--- config.mk ---
export PLATFORM = sky130hd
export DESIGN_NAME = sof_length_checksum_frame_receiver
export DESIGN_NICKNAME = d
export VERILOG_FILES = /design/src/slcfr_pkg.sv /design/src/sof_length_checksum_frame_receiver.sv /design/src/slcfr_parser.sv
export VERILOG_INCLUDE_DIRS = /design/src /design/src/src
export SDC_FILE = /design/constraint.sdc
export NUM_CORES = 1
export LEC_CHECK = 0
export BUFFER_PORTS_ARGS = -buffer_cell sky130_fd_sc_hd__clkbuf_2
export CAP_MARGIN = 40
export CORE_MARGIN = 2
export CORE_UTILIZATION = 50
export CTS_CLUSTER_DIAMETER = 80
export DETAILED_ROUTE_END_ITERATION = 6
export MAX_ROUTING_LAYER = met4
export PLACE_DENSITY = 0.7
export SLEW_MARGIN = 20
export SYNTH_ARGS = -nofsm -noshare
export SYNTH_HDL_FRONTEND = slang
export SYNTH_SLANG_ARGS = --single-unit
--- constraint.sdc ---
create_clock -name clk -period 6.35 [get_ports clk]
set_input_delay 1.27 -clock clk [delete_from_list [all_inputs] [get_ports clk]]
set_output_delay 1.27 -clock clk [all_outputs]
set_load 0.01 [all_outputs]
--- src/assert_macros.svh ---
// Assertion macros shared by the RTL of the frame receiver.
`ifndef ASSERT_MACROS_SVH
`define ASSERT_MACROS_SVH

`ifndef SYNTH
// Implication checked on every rising edge of clk outside reset.
`define SLCFR_ASSERT(lbl, prop, msg) \
  lbl: assert property (@(posedge clk) disable iff (!rst_n) prop) else $error(msg);
// Condition that must never be true on a rising edge of clk outside reset.
`define SLCFR_ASSERT_NEVER(lbl, expr, msg) \
  lbl: assert property (@(posedge clk) disable iff (!rst_n) !(expr)) else $error(msg);
`else
`define SLCFR_ASSERT(lbl, prop, msg)
`define SLCFR_ASSERT_NEVER(lbl, expr, msg)
`endif

`endif

--- src/slcfr_pkg.sv ---
// Package of the frame receiver: sizes, codes, register map and shared types.
package slcfr_pkg;

  localparam int FRAME_BUF_LEN = 32;
  localparam int BL_W          = $clog2(FRAME_BUF_LEN);
  localparam int WIN_BYTES     = 9;

  // Longest accepted length byte, one bit wider than a byte and compared with the zero-extended length byte.
  localparam logic [8:0] LEN_MAX = 9'(FRAME_BUF_LEN - 1);

  // Oldest character in the top byte, newest in the bottom byte.
  localparam logic [8*WIN_BYTES-1:0] DISC_TEXT = "Connect:0";

  // Input item kinds.
  localparam logic KIND_BYTE = 1'b0;
  localparam logic KIND_TICK = 1'b1;

  // Result status codes.
  localparam logic [1:0] ST_NONE    = 2'd0;
  localparam logic [1:0] ST_OK      = 2'd1;
  localparam logic [1:0] ST_CSUM    = 2'd2;
  localparam logic [1:0] ST_TIMEOUT = 2'd3;

  // Parser phases.
  localparam logic [1:0] PH_HUNT = 2'd0;
  localparam logic [1:0] PH_LEN  = 2'd1;
  localparam logic [1:0] PH_DATA = 2'd2;
  localparam logic [1:0] PH_CHK  = 2'd3;

  // Register byte addresses.
  localparam int ADDR_W = 4;
  localparam logic [ADDR_W-1:0] ADDR_START   = 4'h0;
  localparam logic [ADDR_W-1:0] ADDR_MIN_LEN = 4'h4;
  localparam logic [ADDR_W-1:0] ADDR_TIMEOUT = 4'h8;

  // Register reset values.
  localparam logic [7:0]  START_RST   = 8'd154;
  localparam logic [4:0]  MIN_LEN_RST = 5'd2;
  localparam logic [15:0] TIMEOUT_RST = 16'd1000;

  typedef struct packed {
    logic [7:0]  start_byte;
    logic [4:0]  min_length;
    logic [15:0] timeout_limit;
  } cfg_t;

  typedef struct packed {
    logic       disconnect_seen;
    logic [4:0] frame_position;
    logic [7:0] frame_byte;
    logic       frame_byte_valid;
    logic [1:0] status;
  } result_t;

endpackage

--- src/sof_length_checksum_frame_receiver.sv ---
// Top level of the frame receiver: register port, parser and output buffering.
//
// Each input transfer is a received byte (in_tuser = 0) or a timer tick
// (in_tuser = 1) and yields exactly one result transfer. The block takes one
// item per clock: the parser computes each result combinationally, and
// results go to a two-entry output buffer (output register plus skid
// register), so in_tready stays high while one result waits and drops only
// when both entries are full. Registers are written over the APB port at 0x0
// (start byte), 0x4 (minimum length) and 0x8 (timeout in ticks).
`include "assert_macros.svh"

module sof_length_checksum_frame_receiver (
  input  logic        clk,
  input  logic        rst_n,
  // Input stream.
  input  logic        in_tvalid,
  output logic        in_tready,
  input  logic [7:0]  in_tdata,   // [7:0] rx_byte
  input  logic        in_tuser,   // [0] kind
  // Result stream.
  output logic        out_tvalid,
  input  logic        out_tready,
  // [1:0] status, [2] frame_byte_valid, [10:3] frame_byte,
  // [15:11] frame_position, [16] disconnect_seen, [23:17] zero
  output logic [23:0] out_tdata,
  // Register port.
  input  logic        cfg_psel,
  input  logic        cfg_penable,
  input  logic        cfg_pwrite,
  input  logic [slcfr_pkg::ADDR_W-1:0] cfg_paddr,
  input  logic [31:0] cfg_pwdata,
  output logic [31:0] cfg_prdata,
  output logic        cfg_pready
);

  slcfr_pkg::cfg_t    cfg_r;
  slcfr_pkg::result_t res;
  slcfr_pkg::result_t out_r, skid_r;
  logic               out_valid_r, skid_valid_r;
  logic               in_fire, out_pop, cfg_wr;

  assign cfg_pready = 1'b1;
  assign cfg_wr     = cfg_psel && cfg_penable && cfg_pwrite && cfg_pready;

  always_ff @(posedge clk) begin
    if (!rst_n) begin
      cfg_r.start_byte    <= slcfr_pkg::START_RST;
      cfg_r.min_length    <= slcfr_pkg::MIN_LEN_RST;
      cfg_r.timeout_limit <= slcfr_pkg::TIMEOUT_RST;
    end else if (cfg_wr) begin
      case (cfg_paddr)
        slcfr_pkg::ADDR_START:   cfg_r.start_byte    <= cfg_pwdata[7:0];
        slcfr_pkg::ADDR_MIN_LEN: cfg_r.min_length    <= cfg_pwdata[4:0];
        slcfr_pkg::ADDR_TIMEOUT: cfg_r.timeout_limit <= cfg_pwdata[15:0];
        default: ;
      endcase
    end
  end

  always_comb begin
    case (cfg_paddr)
      slcfr_pkg::ADDR_START:   cfg_prdata = {24'd0, cfg_r.start_byte};
      slcfr_pkg::ADDR_MIN_LEN: cfg_prdata = {27'd0, cfg_r.min_length};
      slcfr_pkg::ADDR_TIMEOUT: cfg_prdata = {16'd0, cfg_r.timeout_limit};
      default:                 cfg_prdata = 32'd0;
    endcase
  end

  assign in_tready = !skid_valid_r;
  assign in_fire   = in_tvalid && in_tready;
  assign out_pop   = out_valid_r && out_tready;

  slcfr_parser u_parser (
    .clk     (clk),
    .rst_n   (rst_n),
    .fire    (in_fire),
    .kind    (in_tuser),
    .rx_byte (in_tdata),
    .cfg     (cfg_r),
    .res     (res)
  );

  // The skid register fills only when a new result arrives while the output
  // register is held; it drains into the output register first.
  always_ff @(posedge clk) begin
    if (!rst_n) begin
      out_valid_r  <= 1'b0;
      skid_valid_r <= 1'b0;
    end else if (skid_valid_r) begin
      if (out_pop) begin
        out_r        <= skid_r;
        skid_valid_r <= 1'b0;
      end
    end else if (in_fire) begin
      if (!out_valid_r || out_pop) begin
        out_r       <= res;
        out_valid_r <= 1'b1;
      end else begin
        skid_r       <= res;
        skid_valid_r <= 1'b1;
      end
    end else if (out_pop) begin
      out_valid_r <= 1'b0;
    end
  end

  assign out_tvalid = out_valid_r;
  assign out_tdata  = {7'd0, out_r.disconnect_seen, out_r.frame_position,
                       out_r.frame_byte, out_r.frame_byte_valid, out_r.status};

  `SLCFR_ASSERT_NEVER(a_skid_without_out, skid_valid_r && !out_valid_r, "skid full, output empty")
  `SLCFR_ASSERT(a_fire_fills_out, in_fire && !out_valid_r |=> out_valid_r, "result lost")
  `SLCFR_ASSERT(a_stall_fills_skid, in_fire && out_valid_r && !out_tready |=> skid_valid_r, "result dropped on stall")
  `SLCFR_ASSERT_NEVER(a_echo_clean, !res.frame_byte_valid && (res.frame_byte != 8'd0 || res.frame_position != 5'd0), "echo fields set without a stored byte")

endmodule

--- src/slcfr_parser.sv ---
// Frame parser: phase, length, checksum, idle counter and text window.
module slcfr_parser (
  input  logic                clk,
  input  logic                rst_n,
  input  logic                fire,
  input  logic                kind,
  input  logic [7:0]          rx_byte,
  input  slcfr_pkg::cfg_t     cfg,
  output slcfr_pkg::result_t  res
);

  logic [1:0]                             phase_r, phase_nxt;
  logic [slcfr_pkg::BL_W-1:0]             left_r, left_nxt;
  logic [7:0]                             sum_r, sum_nxt;
  logic [4:0]                             pos_r, pos_nxt;
  logic [15:0]                            idle_r, idle_nxt;
  logic [8*slcfr_pkg::WIN_BYTES-1:0]      win_r, win_nxt;

  logic       store;
  logic [4:0] pos_base;
  logic [7:0] sum_base;
  logic       len_bad;

  assign len_bad = ({3'd0, cfg.min_length} > rx_byte) || (rx_byte < 8'd2) ||
                   ({1'b0, rx_byte} > slcfr_pkg::LEN_MAX);

  always_comb begin
    phase_nxt = phase_r;
    left_nxt  = left_r;
    sum_nxt   = sum_r;
    pos_nxt   = pos_r;
    idle_nxt  = idle_r;
    win_nxt   = win_r;
    store     = 1'b0;
    pos_base  = pos_r;
    sum_base  = sum_r;
    res       = '0;

    if (kind == slcfr_pkg::KIND_BYTE) begin
      win_nxt = {win_r[8*slcfr_pkg::WIN_BYTES-9:0], rx_byte};
      res.disconnect_seen = (win_nxt == slcfr_pkg::DISC_TEXT);
      case (phase_r)
        slcfr_pkg::PH_HUNT: begin
          if (rx_byte == cfg.start_byte) begin
            store     = 1'b1;
            pos_base  = 5'd0;
            sum_base  = 8'd0;
            phase_nxt = slcfr_pkg::PH_LEN;
          end
        end
        slcfr_pkg::PH_LEN: begin
          if (len_bad) begin
            phase_nxt = slcfr_pkg::PH_HUNT;
          end else begin
            store     = 1'b1;
            left_nxt  = slcfr_pkg::BL_W'(rx_byte - 8'd1);
            phase_nxt = slcfr_pkg::PH_DATA;
          end
        end
        slcfr_pkg::PH_DATA: begin
          store    = 1'b1;
          left_nxt = left_r - slcfr_pkg::BL_W'(1);
          if (left_nxt == '0) begin
            phase_nxt = slcfr_pkg::PH_CHK;
          end
        end
        default: begin
          res.status = (rx_byte == sum_r) ? slcfr_pkg::ST_OK : slcfr_pkg::ST_CSUM;
          phase_nxt  = slcfr_pkg::PH_HUNT;
        end
      endcase
    end else if (idle_r != 16'hFFFF) begin
      idle_nxt = idle_r + 16'd1;
    end

    if (store) begin
      res.frame_byte_valid = 1'b1;
      res.frame_byte       = rx_byte;
      res.frame_position   = pos_base;
      pos_nxt              = pos_base + 5'd1;
      sum_nxt              = sum_base + rx_byte;
      idle_nxt             = 16'd0;
    end

    // A frame is open in every phase but hunting.
    if (res.status == slcfr_pkg::ST_NONE && phase_nxt != slcfr_pkg::PH_HUNT &&
        idle_nxt >= cfg.timeout_limit) begin
      phase_nxt  = slcfr_pkg::PH_HUNT;
      res.status = slcfr_pkg::ST_TIMEOUT;
    end
  end

  always_ff @(posedge clk) begin
    if (!rst_n) begin
      phase_r <= slcfr_pkg::PH_HUNT;
      left_r  <= '0;
      sum_r   <= '0;
      pos_r   <= '0;
      idle_r  <= '0;
      win_r   <= '0;
    end else if (fire) begin
      phase_r <= phase_nxt;
      left_r  <= left_nxt;
      sum_r   <= sum_nxt;
      pos_r   <= pos_nxt;
      idle_r  <= idle_nxt;
      win_r   <= win_nxt;
    end
  end

endmodule
==> results.md <==
- Status: completed
- Clock-pin slew on the worst setup and hold paths: 0.06 ns
- Main synth FF type: dfxtp_1
- Met1 usage: 34.39%
- Mean Syn Cell Area: 8.323 sq um
- Max VDD drop: 0.0001883 V
- Largest net degree at the start of global routing: 67
- # placed instances: 1,292
- RSZ-0062 raised after global routing: false
- Num rows: 48
- Avg WL per Cell: 15.78 microns
- Post-CTS Hold Fix Bufs: 0
- Clk buf depth: 2
- Via count: 7,504
- Capturing element type of the critical path: flip-flop
- Full die area: 0.01848 sq mm
- WHS: 0.4523 ns
- Post-DRT Antenna Nets: 0
- Chip Height: between 100 and 150 microns
- Final wirelength: roughly 21,000 microns
- Final Hold Fails: 0
- Most frequent cell after synthesis: nand2_1
- Skew-Pair Late Insertion Delay: 0.43 ns
- Starting DRT DRC Count: 597
- GR peak layer: met2
- First-pass GRT wire length: 33,980 microns
- Worst R2R Path Depth: 17
- Leak pwr: 3.740 nW
- Initial core utilization: 50.68%
- Leading area contributor after synthesis: dfxtp_1
- Setup Viol. Count Final: 0
- Initial antenna violation count: 0
- Vias in the first global route: 6,776
- Netlist Area Pre-Place: a little under 0.009 sq mm
- Maxcap violations: 0
- DPL Wire Length: 14,400 microns
- Routability Congestion: 0.8694
- Buffers on Ports: 70
- P&R area growth vs syn: 11.64%
- Final global-route overflow total: 0
- Slowest cell delay on critical path: between 0.3 and 0.4 ns
- CP Data Arrival Time: 5.16 ns
- Clock tree from TritonCTS: yes
- Rel. slew slack: approximately half
- Worst setup SP type: input port
- Number of flops mapped to enable cells by yosys: 34
- CTS buffer count: 17
- Synth top cells by count: nand2_1, dfxtp_1, a21oi_1
- Met3 GRT Util: under 10%
- Crit-path slowest cell: a2111o_1
- Layout cells sized above 1: 12.45%
- Critical path, cell by cell: clkbuf_2, inv_1, ha_1, and3_1, a31oi_1, o31ai_2, a311o_1, nand2_1, buf_4, inv_1, a21oi_1, ha_1, a21oi_1, o21ai_0, a2111o_1, a21oi_1, a211o_1, o21ai_0
- Top-area cell type share of the netlist area: 30.12%
- Most used cell along the critical path: a21oi_1
- Setup TNS: 0 ns
- Die X: 136.0 microns
- Register bit count reported by yosys: between 150 and 200
- Top Ports: 111
- Worst setup path class: input port to flip-flop
- Final Cycle Share: 78.62%
- CTS-repair resized insts: 0
- Sequential fraction of the synthesis area: roughly two fifths
- Setup bufs post-CTS: 0
- Largest cells by area after synthesis: dfxtp_1, edfxtp_1, nand2_1
- Pwr Total: 2.237 mW
- Hold path cells: 2
- Peak Freq: 200.3 MHz
- Hold Crit Class: flip-flop to flip-flop
- FFs w/ async S/R, synth: 0%
- Worst-path maximum fanout: 13
- Ys Warns: 0
- Vias per cell: between 5 and 6
- Req. time, crit path: 6.52 ns
- GRT Total Usage: between 20% and 30%
- PD cells: around 230 mW/mm^2
- Worst Skew: ~0.011 ns
- Synth cell types: 74
- Final Non-Filler Cells: ~1,300
- Cells after Synth: 1,046
- Root buf cell: clkbuf_16
- Core area: ~0.017 sq mm
- Final Slew Violations: 0
- H-tree levels: 4
- Final nets: between 1,000 and 1,500
- Post-route minimum period: about 5 ns
- Residual DRC count: 0
- GR met2 Demand/Resource: a little over a third
- Diodes inserted: 0
- Pre-antenna DRT Iters: 5
- Least-Margin Pin Slew: 0.7687 ns
- Clock sink count: approximately 170
[where the power goes]
| part | internal [mW] | switching [mW] | total (mW) | leakage [nW] |
|---|---|---|---|---|
| Sequential | 1.08 | 0.00746 | 1.09 | 1.37 |
| Combinational | 0.0474 | 0.111 | 0.158 | 2.09 |
| Clock | 0.553 | 0.438 | 0.990 | 0.279 |
[flip-flops by register name, summed over array words and instances (netlist names), 2 cells and up]
name              cells
u_parser.pos_r        5
cfg_r                29
u_parser.phase_r      2
out_tdata            17
u_parser.idle_r      16
skid_r               17
u_parser.win_r       64
u_parser.sum_r        8
u_parser.left_r       5
[layout by cell type (no fill, tap or decap), drive strengths merged, types with 16 or more instances in the layout]
master | Yosys | routed
nand2 | 213 | 213
dfxtp | 131 | 131
a21oi | 127 | 127
clkbuf | 44 | 91
inv | 44 | 48
nor2 | 43 | 43
ha | 39 | 39
o21ai | 37 | 37
edfxtp | 34 | 34
conb | 2 | 24
nand4 | 22 | 22
o211ai | 22 | 22
nand3 | 21 | 21
and2 | 20 | 20
xnor2 | 19 | 19
xor2 | 18 | 18
buf | 43 | 18
nor3 | 16 | 16
[per-stage QoR]
stage | worst slack [ns] | instance area, sq um | utilization, %
2_1_floorplan | 1.682 | 8788 | -
3_3_place_gp | 0.9889 | 9089 | 52.91
3_5_place_dp | 0.9580 | 9123 | 53.11
4_1_cts | 1.408 | 9692 | 56.42
5_1_grt | 1.021 | 9719 | 56.59
6_report | 1.358 | 9719 | 56.59
[kinds of logic (layout without fill, tap and decap cells)]
family / after synthesis / in the layout / share of synthesized area (%)
and+or+nand+nor: 408 / 408 / 22.55
buffers and inverters: 131 / 163 / 6.913
AOI/OAI and AO/OA: 252 / 252 / 17.74
adders and majority gates: 40 / 40 / 5.835
muxes: 11 / 11 / 1.308
DFF: 165 / 165 / 41.85
other: 2 / 24 / 0.08626
xor gates and xnor gates: 37 / 37 / 3.722
[cell type report]
class                      count  area [sq um]
multi-input combinational    772          4557
clock inverter                10         87.58
tap                          225         281.5
sequential                   165          3643
clock buffer                  21         481.7
timing repair buffer          88         501.7
inverter                      44         166.4
fill                        1615          7457
[metal layers]
metal | vias to the layer above | share of wire (%)
li1 | 3721 | -
met1 | 3536 | 50
met2 | 227 | 44
met3 | 20 | 5.1
met4 | 0 | 1.2
met5 | - | 0
[critical path: cells and delay by family]
family | cells | cell delay [ns]
compound gates | 10 | 2.19
simple gates | 2 | 0.24
fa+ha+maj | 2 | 0.61
buf+inv | 4 | 0.84
[worst paths after layout]
check	startpoint	endpoint	slack, ns
min	u_parser.win_r[59]	u_parser.win_r[59]	0.45
min reg2reg	u_parser.win_r[59]	u_parser.win_r[59]	0.45
max	in_tdata[1]	skid_r[1]	1.36
max reg2reg	cfg_r[16]	skid_r[1]	2.29
No activity file was read; power rests on OpenSTA's default activity.
